--- config.mk ---
export PLATFORM = sky130hd
export DESIGN_NAME = stream_ring_refill_controller_top_flat
export DESIGN_NICKNAME = d
export VERILOG_FILES = /design/src/rtl/srrc_pkg.sv /design/src/rtl/srrc_if.sv /design/src/rtl/srrc_rem.sv /design/src/rtl/srrc_fifo.sv /design/src/rtl/srrc_core.sv /design/src/rtl/stream_ring_refill_controller_top.sv /design/src/flat_wrapper.sv
export SDC_FILE = /design/constraint.sdc
export NUM_CORES = 2
export LEC_CHECK = 0
export ABC_AREA = 1
export BUFFER_PORTS_ARGS = -buffer_cell sky130_fd_sc_hd__buf_2
export CORE_MARGIN = 2
export CORE_UTILIZATION = 45
export CTS_BUF_LIST = sky130_fd_sc_hd__clkbuf_4
export DETAILED_ROUTE_END_ITERATION = 12
export PLACE_DENSITY = 0.61
export SLEW_MARGIN = 15
export SYNTH_ARGS = -nofsm -noshare
export SYNTH_HDL_FRONTEND = slang
export SYNTH_HIERARCHICAL = 1
export SYNTH_SLANG_ARGS = --single-unit
--- constraint.sdc ---
create_clock -name clk -period 10.35 [get_ports clk]
set_clock_uncertainty 0.05 [all_clocks]
set_input_delay 1.035 -clock clk [delete_from_list [all_inputs] [get_ports clk]]
set_output_delay 1.035 -clock clk [all_outputs]
set_load 0.005 [all_outputs]
--- src/rtl/srrc_pkg.sv ---
`timescale 1ns / 1ps
// Shared types, widths and codes for the stream ring refill controller.
// No dependencies; every other file of the block imports this package.
package srrc_pkg;

	// Field widths
	localparam int OFF_W = 26;  // ring offsets and segment lengths
	localparam int SRC_W = 32;  // source byte positions
	localparam int BS_W  = 24;  // block size register
	localparam int CMD_W = 2;
	localparam int KIND_W = 2;
	localparam int CFG_W = 32;  // widest configuration register
	localparam int IDX_W = 2;   // configuration register index

	// Defaults
	localparam int BUFFER_BLOCKS_DEF = 4;
	localparam int BLOCK_SIZE_RST    = 705600;

	// Result queue depth (two entries per command plus skid room)
	localparam int FIFO_DEPTH = 4;

	// Register indexes
	localparam logic [IDX_W-1:0] REG_BLOCK_SIZE = 2'd0;
	localparam logic [IDX_W-1:0] REG_LOOP_START = 2'd1;
	localparam logic [IDX_W-1:0] REG_LOOP_END   = 2'd2;

	// Segment kinds
	localparam logic [KIND_W-1:0] KIND_COPY    = 2'd0;
	localparam logic [KIND_W-1:0] KIND_SILENCE = 2'd1;
	localparam logic [KIND_W-1:0] KIND_STOP    = 2'd2;

	// Command codes; CMD_NONE is accepted and ignored
	typedef enum logic [CMD_W-1:0] {
		CMD_TICK = 2'd0,
		CMD_PLAY = 2'd1,
		CMD_STOP = 2'd2,
		CMD_NONE = 2'd3
	} cmd_e;

	// One result segment
	typedef struct packed {
		logic [KIND_W-1:0] kind;
		logic [OFF_W-1:0]  buffer_offset;
		logic [SRC_W-1:0]  source_offset;
		logic [OFF_W-1:0]  seg_length;
		logic              last;
	} res_t;

	// Core to result queue: number of segments produced this cycle and the segments
	typedef struct packed {
		logic [1:0] n;
		res_t       r0;
		res_t       r1;
	} push_t;

	// Remainder unit status
	typedef struct packed {
		logic             busy;
		logic             done;
		logic [OFF_W-1:0] rem;
	} rem_st_t;

endpackage

--- src/rtl/srrc_if.sv ---
`timescale 1ns / 1ps
// Valid/ready channel interfaces for the command and segment streams.
// Depends on srrc_pkg for field widths.
interface srrc_cmd_if import srrc_pkg::*; ();
	logic             valid;
	logic             ready;
	logic [CMD_W-1:0] cmd;
	logic [OFF_W-1:0] play_cursor;
	logic             restart;
	logic             loop_request;
	logic [SRC_W-1:0] start_byte;

	modport source(output valid, cmd, play_cursor, restart, loop_request, start_byte,
		input ready);
	modport sink(input valid, cmd, play_cursor, restart, loop_request, start_byte,
		output ready);
endinterface

interface srrc_seg_if import srrc_pkg::*; ();
	logic              valid;
	logic              ready;
	logic [KIND_W-1:0] kind;
	logic [OFF_W-1:0]  buffer_offset;
	logic [SRC_W-1:0]  source_offset;
	logic [OFF_W-1:0]  seg_length;
	logic              last;

	modport source(output valid, kind, buffer_offset, source_offset, seg_length, last,
		input ready);
	modport sink(input valid, kind, buffer_offset, source_offset, seg_length, last,
		output ready);
endinterface

--- src/rtl/srrc_rem.sv ---
`timescale 1ns / 1ps
// Bit-serial restoring remainder: write cursor modulo ring size, one bit a cycle.
// Depends on srrc_pkg.
module srrc_rem import srrc_pkg::*; #(
	parameter int DIV_W = BS_W + 2
) (
	input  logic             clk,
	input  logic             arst_n,
	input  logic             start,
	input  logic [OFF_W-1:0] dividend,
	input  logic [DIV_W-1:0] divisor,
	output rem_st_t          st
);

	localparam int CW    = (OFF_W + 1 > DIV_W) ? OFF_W + 1 : DIV_W;
	localparam int CNT_W = $clog2(OFF_W + 1);

	logic             run_q;
	logic             done_q;
	logic [CNT_W-1:0] cnt_q;
	logic [OFF_W-1:0] rem_q;
	logic [OFF_W-1:0] dvd_q;

	logic [CW-1:0]    trial;
	logic [CW-1:0]    diff;
	logic [OFF_W-1:0] rem_next;

	// One restoring step: shift in next dividend bit, subtract if it fits
	always_comb begin
		trial = CW'({rem_q, dvd_q[OFF_W-1]});
		diff  = trial - CW'(divisor);
		if (trial >= CW'(divisor)) begin
			rem_next = OFF_W'(diff);
		end else begin
			rem_next = OFF_W'(trial);
		end
	end

	// Sequencer; a new start restarts the pass
	always_ff @(posedge clk or negedge arst_n) begin
		if (!arst_n) begin
			run_q  <= 1'b0;
			done_q <= 1'b0;
			cnt_q  <= '0;
		end else if (start) begin
			run_q  <= 1'b1;
			done_q <= 1'b0;
			cnt_q  <= CNT_W'(OFF_W);
		end else if (run_q) begin
			cnt_q <= cnt_q - CNT_W'(1);
			if (cnt_q == CNT_W'(1)) begin
				run_q  <= 1'b0;
				done_q <= 1'b1;
			end
		end else begin
			done_q <= 1'b0;
		end
	end

	// Datapath
	always_ff @(posedge clk) begin
		if (start) begin
			rem_q <= '0;
			dvd_q <= dividend;
		end else if (run_q) begin
			rem_q <= rem_next;
			dvd_q <= {dvd_q[OFF_W-2:0], 1'b0};
		end
	end

	assign st.busy = run_q | done_q;
	assign st.done = done_q;
	assign st.rem  = rem_q;

endmodule

--- src/rtl/srrc_fifo.sv ---
`timescale 1ns / 1ps
// Result queue: takes up to two segments a cycle, presents one a cycle while seg_ch is ready.
// Depends on srrc_pkg and srrc_if.
module srrc_fifo import srrc_pkg::*; (
	input  logic        clk,
	input  logic        arst_n,
	input  push_t       push,
	output logic        room,
	srrc_seg_if.source  seg_ch
);

	localparam int PTR_W = $clog2(FIFO_DEPTH);
	localparam int CNT_W = $clog2(FIFO_DEPTH + 1);

	res_t             ent_q [FIFO_DEPTH];
	logic [PTR_W-1:0] wr_ptr_q;
	logic [PTR_W-1:0] rd_ptr_q;
	logic [CNT_W-1:0] cnt_q;
	logic             pop;
	res_t             head;

	assign pop  = seg_ch.valid && seg_ch.ready;
	assign room = cnt_q <= CNT_W'(FIFO_DEPTH - 2);

	// Pointers and fill count
	always_ff @(posedge clk or negedge arst_n) begin
		if (!arst_n) begin
			wr_ptr_q <= '0;
			rd_ptr_q <= '0;
			cnt_q    <= '0;
		end else begin
			wr_ptr_q <= wr_ptr_q + PTR_W'(push.n);
			if (pop) begin
				rd_ptr_q <= rd_ptr_q + PTR_W'(1);
			end
			cnt_q <= cnt_q + CNT_W'(push.n) - CNT_W'(pop);
		end
	end

	// Entry writes
	always_ff @(posedge clk) begin
		if (push.n != 2'd0) begin
			ent_q[wr_ptr_q] <= push.r0;
		end
		if (push.n == 2'd2) begin
			ent_q[wr_ptr_q + PTR_W'(1)] <= push.r1;
		end
	end

	assign head                 = ent_q[rd_ptr_q];
	assign seg_ch.valid         = cnt_q != '0;
	assign seg_ch.kind          = head.kind;
	assign seg_ch.buffer_offset = head.buffer_offset;
	assign seg_ch.source_offset = head.source_offset;
	assign seg_ch.seg_length    = head.seg_length;
	assign seg_ch.last          = head.last;

endmodule

--- src/rtl/srrc_core.sv ---
`timescale 1ns / 1ps
// Command register, configuration and playback state, and the one-pass refill datapath.
// Depends on srrc_pkg and srrc_if.
module srrc_core import srrc_pkg::*; #(
	parameter int BUFFER_BLOCKS = BUFFER_BLOCKS_DEF,
	localparam int RING_W = BS_W + $clog2(BUFFER_BLOCKS)
) (
	input  logic              clk,
	input  logic              arst_n,
	input  logic              cfg_we,
	input  logic [IDX_W-1:0]  cfg_index,
	input  logic [CFG_W-1:0]  cfg_data,
	srrc_cmd_if.sink          cmd_ch,
	input  logic              room,
	output push_t             push,
	output logic              rem_start,
	output logic [OFF_W-1:0]  rem_dividend,
	output logic [RING_W-1:0] ring,
	input  rem_st_t           rem_st
);

	localparam int CW = (RING_W > OFF_W) ? RING_W : OFF_W;
	localparam logic [RING_W-1:0] BB_C    = RING_W'(BUFFER_BLOCKS);
	localparam logic [RING_W-1:0] BB_M1_C = RING_W'(BUFFER_BLOCKS - 1);
	localparam logic [BS_W-1:0]   BS_RST  = BS_W'(BLOCK_SIZE_RST);
	localparam logic [RING_W-1:0] RING_RST = RING_W'(BUFFER_BLOCKS * BLOCK_SIZE_RST);
	localparam logic [RING_W-1:0] LIM_RST  = RING_W'((BUFFER_BLOCKS - 1) * BLOCK_SIZE_RST);

	// Configuration (block size kept as the effective, nonzero value)
	logic [BS_W-1:0]   b_q;
	logic [RING_W-1:0] ring_q;
	logic [RING_W-1:0] lim_q;
	logic [SRC_W-1:0]  ls_q;
	logic [SRC_W-1:0]  le_q;
	logic              rem_start_q;

	// Playback state; wm_q is write cursor modulo ring size
	logic [OFF_W-1:0] wc_q;
	logic [OFF_W-1:0] wm_q;
	logic [SRC_W-1:0] sp_q;
	logic             playing_q;
	logic             looping_q;
	logic             ended_q;

	// Command register
	logic             valid_s1;
	cmd_e             cmd_s1;
	logic [OFF_W-1:0] pc_s1;
	logic             restart_s1;
	logic             lreq_s1;
	logic [SRC_W-1:0] sb_s1;

	logic              busy;
	logic              proc;
	logic [BS_W-1:0]   b_new;
	logic [RING_W-1:0] ring_new;
	logic [RING_W-1:0] lim_new;

	// Datapath nets
	logic              do_restart;
	logic              ticking;
	logic              drain;
	logic              trig;
	logic              do_refill;
	logic [OFF_W-1:0]  at_off;
	logic [OFF_W-1:0]  at_mod;
	logic [RING_W-1:0] len;
	logic [SRC_W-1:0]  sp;
	logic              loop;
	logic              over;
	logic [SRC_W-1:0]  t32;
	logic [RING_W-1:0] t_r;
	logic [RING_W-1:0] rest;
	logic [RING_W:0]   sec_sum;
	logic [RING_W:0]   sec;
	logic [RING_W:0]   nsum;
	logic [RING_W:0]   nred;
	logic [OFF_W-1:0]  wc_next;
	logic [SRC_W-1:0]  sp_new;

	assign busy         = rem_start_q | rem_st.busy;
	assign proc         = valid_s1 && room && !busy;
	assign cmd_ch.ready = !busy && (!valid_s1 || proc);
	assign rem_start    = rem_start_q;
	assign rem_dividend = wc_q;
	assign ring         = ring_q;

	// Derived ring geometry for a block size write
	assign b_new    = (cfg_data[BS_W-1:0] == '0) ? BS_W'(1) : cfg_data[BS_W-1:0];
	assign ring_new = RING_W'(b_new) * BB_C;
	assign lim_new  = RING_W'(b_new) * BB_M1_C;

	// Configuration registers
	always_ff @(posedge clk or negedge arst_n) begin
		if (!arst_n) begin
			b_q         <= BS_RST;
			ring_q      <= RING_RST;
			lim_q       <= LIM_RST;
			ls_q        <= '0;
			le_q        <= '0;
			rem_start_q <= 1'b0;
		end else begin
			rem_start_q <= cfg_we && (cfg_index == REG_BLOCK_SIZE);
			if (cfg_we) begin
				unique case (cfg_index)
					REG_BLOCK_SIZE: begin
						b_q    <= b_new;
						ring_q <= ring_new;
						lim_q  <= lim_new;
					end
					REG_LOOP_START: ls_q <= cfg_data;
					REG_LOOP_END:   le_q <= cfg_data;
					default: ;
				endcase
			end
		end
	end

	// Command register
	always_ff @(posedge clk or negedge arst_n) begin
		if (!arst_n) begin
			valid_s1 <= 1'b0;
		end else if (cmd_ch.ready) begin
			valid_s1 <= cmd_ch.valid;
		end
	end

	always_ff @(posedge clk) begin
		if (cmd_ch.ready && cmd_ch.valid) begin
			cmd_s1     <= cmd_e'(cmd_ch.cmd);
			pc_s1      <= cmd_ch.play_cursor;
			restart_s1 <= cmd_ch.restart;
			lreq_s1    <= cmd_ch.loop_request;
			sb_s1      <= cmd_ch.start_byte;
		end
	end

	// Decide what the command does
	always_comb begin
		do_restart = (cmd_s1 == CMD_PLAY) && restart_s1;
		ticking    = (cmd_s1 == CMD_TICK) && playing_q;
		drain      = ticking && ended_q && (pc_s1 > wc_q) &&
			((pc_s1 - wc_q) < OFF_W'(b_q));
		trig       = ({1'b0, pc_s1} > ({1'b0, wc_q} + (OFF_W + 1)'(b_q))) ||
			((pc_s1 < wc_q) && (CW'(wc_q) >= CW'(lim_q)));
		do_refill  = do_restart || (ticking && !ended_q && trig);
	end

	// Refill region: whole ring from offset zero, or one block at the write cursor
	always_comb begin
		at_off = do_restart ? '0 : wc_q;
		at_mod = do_restart ? '0 : wm_q;
		len    = do_restart ? ring_q : RING_W'(b_q);
		sp     = do_restart ? sb_s1 : sp_q;
		loop   = do_restart ? lreq_s1 : looping_q;

		// Split at loop end
		over = ({1'b0, sp} + (SRC_W + 1)'(len)) > {1'b0, le_q};
		t32  = (sp < le_q) ? (le_q - sp) : '0;
		t_r  = RING_W'(t32);
		rest = len - t_r;

		// Second segment offset wraps modulo the ring
		sec_sum = (RING_W + 1)'(at_mod) + (RING_W + 1)'(t_r);
		sec     = (sec_sum >= {1'b0, ring_q}) ? (sec_sum - {1'b0, ring_q}) : sec_sum;

		// Write cursor advance
		nsum    = (RING_W + 1)'(wm_q) + (RING_W + 1)'(b_q);
		nred    = (nsum >= {1'b0, ring_q}) ? (nsum - {1'b0, ring_q}) : nsum;
		wc_next = OFF_W'(nred);

		if (!over) begin
			sp_new = sp + SRC_W'(len);
		end else if (loop) begin
			sp_new = ls_q + SRC_W'(rest);
		end else begin
			sp_new = le_q;
		end
	end

	// Result segments
	always_comb begin
		push.r0.kind          = KIND_COPY;
		push.r0.buffer_offset = at_off;
		push.r0.source_offset = sp;
		push.r0.seg_length    = over ? OFF_W'(t_r) : OFF_W'(len);
		push.r0.last          = !over;
		if (drain) begin
			push.r0.kind          = KIND_STOP;
			push.r0.buffer_offset = wc_q;
			push.r0.source_offset = '0;
			push.r0.seg_length    = '0;
			push.r0.last          = 1'b1;
		end
		push.r1.kind          = loop ? KIND_COPY : KIND_SILENCE;
		push.r1.buffer_offset = OFF_W'(sec);
		push.r1.source_offset = loop ? ls_q : '0;
		push.r1.seg_length    = OFF_W'(rest);
		push.r1.last          = 1'b1;

		push.n = 2'd0;
		if (proc) begin
			if (drain) begin
				push.n = 2'd1;
			end else if (do_refill) begin
				push.n = over ? 2'd2 : 2'd1;
			end
		end
	end

	// Playback state
	always_ff @(posedge clk or negedge arst_n) begin
		if (!arst_n) begin
			wc_q      <= '0;
			wm_q      <= '0;
			sp_q      <= '0;
			playing_q <= 1'b0;
			looping_q <= 1'b0;
			ended_q   <= 1'b0;
		end else if (rem_st.done) begin
			wm_q <= rem_st.rem;
		end else if (proc) begin
			unique case (cmd_s1)
				CMD_PLAY: begin
					looping_q <= lreq_s1;
					playing_q <= 1'b1;
					ended_q   <= 1'b0;
					if (restart_s1) begin
						wc_q    <= '0;
						wm_q    <= '0;
						sp_q    <= sp_new;
						ended_q <= over && !lreq_s1;
					end
				end
				CMD_STOP: playing_q <= 1'b0;
				CMD_TICK: begin
					if (drain) begin
						playing_q <= 1'b0;
					end else if (do_refill) begin
						sp_q <= sp_new;
						wc_q <= wc_next;
						wm_q <= wc_next;
						if (over && !loop) begin
							ended_q <= 1'b1;
						end
					end
				end
				CMD_NONE: ;
				default: ;
			endcase
		end
	end

endmodule

--- src/rtl/stream_ring_refill_controller_top.sv ---
`timescale 1ns / 1ps
// Top level of the stream ring refill controller: command register/core, remainder unit,
// result queue. Depends on srrc_pkg, srrc_if, srrc_core, srrc_rem and srrc_fifo.
//
// The controller accepts one command transaction every cycle while the result queue has room and
// no cursor reduction runs. Each command is decoded and executed in a single pass from the
// command register into a four-entry result queue, so the command register and then a queue
// entry lie between an accepted command and its first segment on the segment channel. A refill
// that crosses the loop end yields two segments, and the segment channel delivers one
// segment a cycle while seg_ch is ready, so a stream of such refills is paced by that channel.
// After each write of block_size the controller reduces the write cursor modulo the new ring
// size in a bit-serial remainder unit and holds cmd_ch.ready low while it runs; writes of the
// other registers cost nothing. The ring holds BUFFER_BLOCKS blocks.
module stream_ring_refill_controller_top import srrc_pkg::*; #(
	parameter int BUFFER_BLOCKS = BUFFER_BLOCKS_DEF
) (
	input  logic             clk,
	input  logic             arst_n,
	input  logic             cfg_we,
	input  logic [IDX_W-1:0] cfg_index,
	input  logic [CFG_W-1:0] cfg_data,
	srrc_cmd_if.sink         cmd_ch,
	srrc_seg_if.source       seg_ch
);

	localparam int RING_W = BS_W + $clog2(BUFFER_BLOCKS);

	push_t             push;
	logic              room;
	logic              rem_start;
	logic [OFF_W-1:0]  rem_dividend;
	logic [RING_W-1:0] ring;
	rem_st_t           rem_st;

	srrc_core #(
		.BUFFER_BLOCKS(BUFFER_BLOCKS)
	) u_core (
		.clk         (clk),
		.arst_n      (arst_n),
		.cfg_we      (cfg_we),
		.cfg_index   (cfg_index),
		.cfg_data    (cfg_data),
		.cmd_ch      (cmd_ch),
		.room        (room),
		.push        (push),
		.rem_start   (rem_start),
		.rem_dividend(rem_dividend),
		.ring        (ring),
		.rem_st      (rem_st)
	);

	srrc_rem #(
		.DIV_W(RING_W)
	) u_rem (
		.clk     (clk),
		.arst_n  (arst_n),
		.start   (rem_start),
		.dividend(rem_dividend),
		.divisor (ring),
		.st      (rem_st)
	);

	srrc_fifo u_fifo (
		.clk   (clk),
		.arst_n(arst_n),
		.push  (push),
		.room  (room),
		.seg_ch(seg_ch)
	);

	// Queue never takes segments without room for a full pair
	a_push_room: assert property (@(posedge clk) disable iff (!arst_n)
		(push.n != 2'd0) |-> room)
		else $error("result push without queue room");

	// A split refill ends on its second segment only
	a_pair_last: assert property (@(posedge clk) disable iff (!arst_n)
		(push.n == 2'd2) |-> (push.r1.last && !push.r0.last))
		else $error("split refill last flag wrong");

	// A block size write stalls commands while the cursor is reduced
	a_cfg_stall: assert property (@(posedge clk) disable iff (!arst_n)
		(cfg_we && (cfg_index == REG_BLOCK_SIZE)) |=> !cmd_ch.ready)
		else $error("command accepted right after block size write");

	a_rem_stall: assert property (@(posedge clk) disable iff (!arst_n)
		rem_st.busy |-> !cmd_ch.ready)
		else $error("command accepted during cursor reduction");

endmodule
--- src/flat_wrapper.sv ---
// flat-port wrapper written by rule: the top's interface ports become plain ports
module stream_ring_refill_controller_top_flat import srrc_pkg::*;
#(
	parameter int BUFFER_BLOCKS = BUFFER_BLOCKS_DEF
)
  (clk, arst_n, cfg_we, cfg_index, cfg_data, cmd_ch_valid, cmd_ch_cmd, cmd_ch_play_cursor, cmd_ch_restart, cmd_ch_loop_request, cmd_ch_start_byte, cmd_ch_ready, seg_ch_valid, seg_ch_kind, seg_ch_buffer_offset, seg_ch_source_offset, seg_ch_seg_length, seg_ch_last, seg_ch_ready);
  srrc_cmd_if cmd_ch_i ();
  srrc_seg_if seg_ch_i ();
  input  logic clk;
  input  logic arst_n;
  input  logic cfg_we;
  input  logic [IDX_W-1:0] cfg_index;
  input  logic [CFG_W-1:0] cfg_data;
  input wire logic [$bits(cmd_ch_i.valid)-1:0] cmd_ch_valid;
  input wire logic [$bits(cmd_ch_i.cmd)-1:0] cmd_ch_cmd;
  input wire logic [$bits(cmd_ch_i.play_cursor)-1:0] cmd_ch_play_cursor;
  input wire logic [$bits(cmd_ch_i.restart)-1:0] cmd_ch_restart;
  input wire logic [$bits(cmd_ch_i.loop_request)-1:0] cmd_ch_loop_request;
  input wire logic [$bits(cmd_ch_i.start_byte)-1:0] cmd_ch_start_byte;
  output wire logic [$bits(cmd_ch_i.ready)-1:0] cmd_ch_ready;
  output wire logic [$bits(seg_ch_i.valid)-1:0] seg_ch_valid;
  output wire logic [$bits(seg_ch_i.kind)-1:0] seg_ch_kind;
  output wire logic [$bits(seg_ch_i.buffer_offset)-1:0] seg_ch_buffer_offset;
  output wire logic [$bits(seg_ch_i.source_offset)-1:0] seg_ch_source_offset;
  output wire logic [$bits(seg_ch_i.seg_length)-1:0] seg_ch_seg_length;
  output wire logic [$bits(seg_ch_i.last)-1:0] seg_ch_last;
  input wire logic [$bits(seg_ch_i.ready)-1:0] seg_ch_ready;
  assign cmd_ch_i.valid = cmd_ch_valid;
  assign cmd_ch_i.cmd = cmd_ch_cmd;
  assign cmd_ch_i.play_cursor = cmd_ch_play_cursor;
  assign cmd_ch_i.restart = cmd_ch_restart;
  assign cmd_ch_i.loop_request = cmd_ch_loop_request;
  assign cmd_ch_i.start_byte = cmd_ch_start_byte;
  assign cmd_ch_ready = cmd_ch_i.ready;
  assign seg_ch_valid = seg_ch_i.valid;
  assign seg_ch_kind = seg_ch_i.kind;
  assign seg_ch_buffer_offset = seg_ch_i.buffer_offset;
  assign seg_ch_source_offset = seg_ch_i.source_offset;
  assign seg_ch_seg_length = seg_ch_i.seg_length;
  assign seg_ch_last = seg_ch_i.last;
  assign seg_ch_i.ready = seg_ch_ready;
  stream_ring_refill_controller_top #(.BUFFER_BLOCKS(BUFFER_BLOCKS)) u_core (.clk(clk), .arst_n(arst_n), .cfg_we(cfg_we), .cfg_index(cfg_index), .cfg_data(cfg_data), .cmd_ch(cmd_ch_i), .seg_ch(seg_ch_i));
endmodule
==> out/metrics.cfg <==
[status]
outcome = finished, final reports clean

[detailed_routing]
firstDrtPassIters = 6
drtIter0Drc = 6166
wire_per_inst_um = 23.5
vias = 55400
routed_via_density = 5.60
wirelength_um = 232000
drcViolationCount = 0
drtAntennaViolNets = 0

[synth]
yosysSeqAreaShare_pct = 34.5
yosys_warnings = 6
ys.flop_type = edfxtp_1
syn_area_um2 = 55200
synth_edf_count = 436
synthCells = 7860
ys_ff_latch = 678
syn_avg_cell_area_um2 = 7.02
synthDistinctLibCells = 68
async_flop_share_pct = 31.9

[die]
start_util_pct = 45.3
fp-row-count = 128
core_um2 = 122000
fp.dieW_um = 354
dieHeight_um = 354
die_area_um2 = 125000
pin_count = 190

[finish]
utilization_pct = 50.1
fillCellCount = 12500
syn_to_final_growth_pct = 10.4
nets = 8668
drive_above_1_share_pct = 8.98
layout.cells.most_common_list = 2,534 x nand2_1, 924 x inv_1, 613 x nor2_1, 592 x nand3_1, 569 x o21ai_0
final_common_cell = nand2_1
fin_cells = 9891

[grt]
groute.usage.overall_pct = 36.0
grt_pass1_vias = 50800
grt_pass1_wl_um = 335000
grt_max_degree = 190
globalRouteOverflowTotal = 0
antenna_found_initial = 19

[clocking]
clkLatencyLatePin_ps = 1200
postCtsSetupRepairBufs = 0
cts_buffer_depth = 3
tritoncts = yes
clkSinkCount = 678
clock-root-buffer = clkbuf_4
cts_buffers = 189
clk_pin_slew_ps = 70
h-tree-depth = 4

[critical_path]
crit_path_max_fanout = 56
end_kind = flop
crit_type = flop to flop
cp_slowest_cell = edfxtp_1
worst_path_largest_cell_delay_ps = 730
crit_top_cell = nand2_1
critPathLaunchType = flop
crit_arrival_ps = 10500
critPathRequiredTime_ps = 11350

[min_path]
min_path_type = primary input to flop

[sta]
rsz0062_at_grt = no
setup_viol = 0
slew_viol_final = 0
max_freq_ghz = 0.105
fin_tns_setup_ps = 0
hold_violations = 0
finalCritPeriodShare_pct = 91.8
worst_slew_pin_slew_ps = 1210
finalCriticalPeriod_ps = 9500
max_slew_margin_pct = 18.3

[placed_design]
placed_cells = 9463
dp_hpwl_um = 176000
io_buffers = 189
gp_congestion = 1.02

[flow_run]
cap_viol_max_count = 0

through the flow:
step	instance area, um^2	hold WS [ps]	setup slack (ps)
after floorplan	55200	391	2210
after global placement	57700	409	1040
after detailed placement	57700	413	851
after CTS	60900	42.4	810
after global routing	60900	101	168
final	60900	170	847
registers in the layout, indices dropped and copies added, names as in the netlist, 2 cells and up:
register                    count
u_core/u_fifo/ent_q           348
u_core/u_core/le_q             32
u_core/u_core/ls_q             32
u_core/u_core/sb_s1            32
u_core/u_core/sp_q             32
u_core/u_core/pc_s1            26
u_core/u_core/rem_dividend     26
u_core/u_core/wm_q             26
u_core/u_rem/dvd_q             26
u_core/u_rem/rem_q             26
u_core/u_core/lim_q            25
u_core/u_core/b_q              24
u_core/u_rem/cnt_q              5
u_core/u_fifo/cnt_q             3
u_core/u_core/cmd_s1            2
u_core/u_fifo/rd_ptr_q          2
u_core/u_fifo/wr_ptr_q          2
worst paths after layout:
check                                                         from                                    end  slack, ps  cells after the start
worst max-delay path            u_core/u_core/restart_s1$_DFFE_PP_   u_core/u_fifo/ent_q[2][71]$_DFFE_PP_        850                     41
worst min-delay path                                  cmd_ch_valid     u_core/u_core/valid_s1$_DFFE_PN0P_        170                      3
worst max register to register  u_core/u_core/restart_s1$_DFFE_PP_   u_core/u_fifo/ent_q[2][71]$_DFFE_PP_        850                     41
worst min register to register   u_core/u_core/sp_q[2]$_DFFE_PN0P_      u_core/u_core/sp_q[2]$_DFFE_PN0P_        430                      2
max in group asynchronous                                   arst_n  u_core/u_fifo/rd_ptr_q[0]$_DFFE_PN0P_       8300                      3
min in group asynchronous                                   arst_n      u_core/u_core/ls_q[9]$_DFFE_PN0P_        470                      2
cell usage after synthesis (all sizes together), types with 97 or more instances:
cell	n	area (um^2)
nand2	2567	9720
inv	944	3550
nor2	632	2470
o21ai	610	3050
nand3	609	3130
ha	454	5680
edfxtp	436	13100
a21oi	393	1980
dfrtp	204	5100
clkbuf	161	604
buf	149	863
xor2	147	1290
nand4	97	613
kinds of logic (layout without fill, tap and decap cells):
family,Yosys count,count (layout),synth area share (%)
xor gates and xnor gates,239,239,3.79
muxes,1,1,0.0181
adders and majority gates,467,467,10.8
and+or+nand+nor,4037,4037,30.3
other,2,17,0.0136
buffers and inverters,1260,1651,9.13
AOI/OAI and AO/OA,1176,1176,11.5
DFF,678,678,34.5
cell type report:
cell class	instances	area [um^2]	area share (%)
Multi-Input combinational cell	5925	31200	51.2
Sequential cell	678	19000	31.2
Inverter	950	3580	5.88
Timing Repair Buffer	356	2550	4.18
Clock buffer	287	2150	3.54
Tap cell	1625	2030	3.34
Clock inverter	58	340	0.558
Antenna cell	12	30.0	0.0493
routing by layer:
layer	GRT usage [%]	wire length, um	up-vias
li1	-	-	26300
met1	50.1	99500	26000
met2	54.3	99600	2737
met3	7.85	23100	432
met4	14.7	9810	4
met5	0	28	-
critical path: cells and delay by family, from the launching register on:
| kind | cells | cell delay [ps] |
|---|---|---|
| and+or+nand+nor | 21 | 3320 |
| AOI/OAI and AO/OA | 13 | 3120 |
| adders and majority gates | 3 | 1110 |
| buffers and inverters | 3 | 800 |
| DFF | 1 | 730 |
| xor gates and xnor gates | 1 | 190 |
timing repair:
item | CTS | global route
setup endpoints to repair | 0 | 42
endpoints found under the hold margin | 180 | 0
resized for setup | 0 | 1
hold buffers | 71 | 0
Power is not shown: default switching activity piles up to over one toggle a cycle in this logic, so the estimate is an artifact.
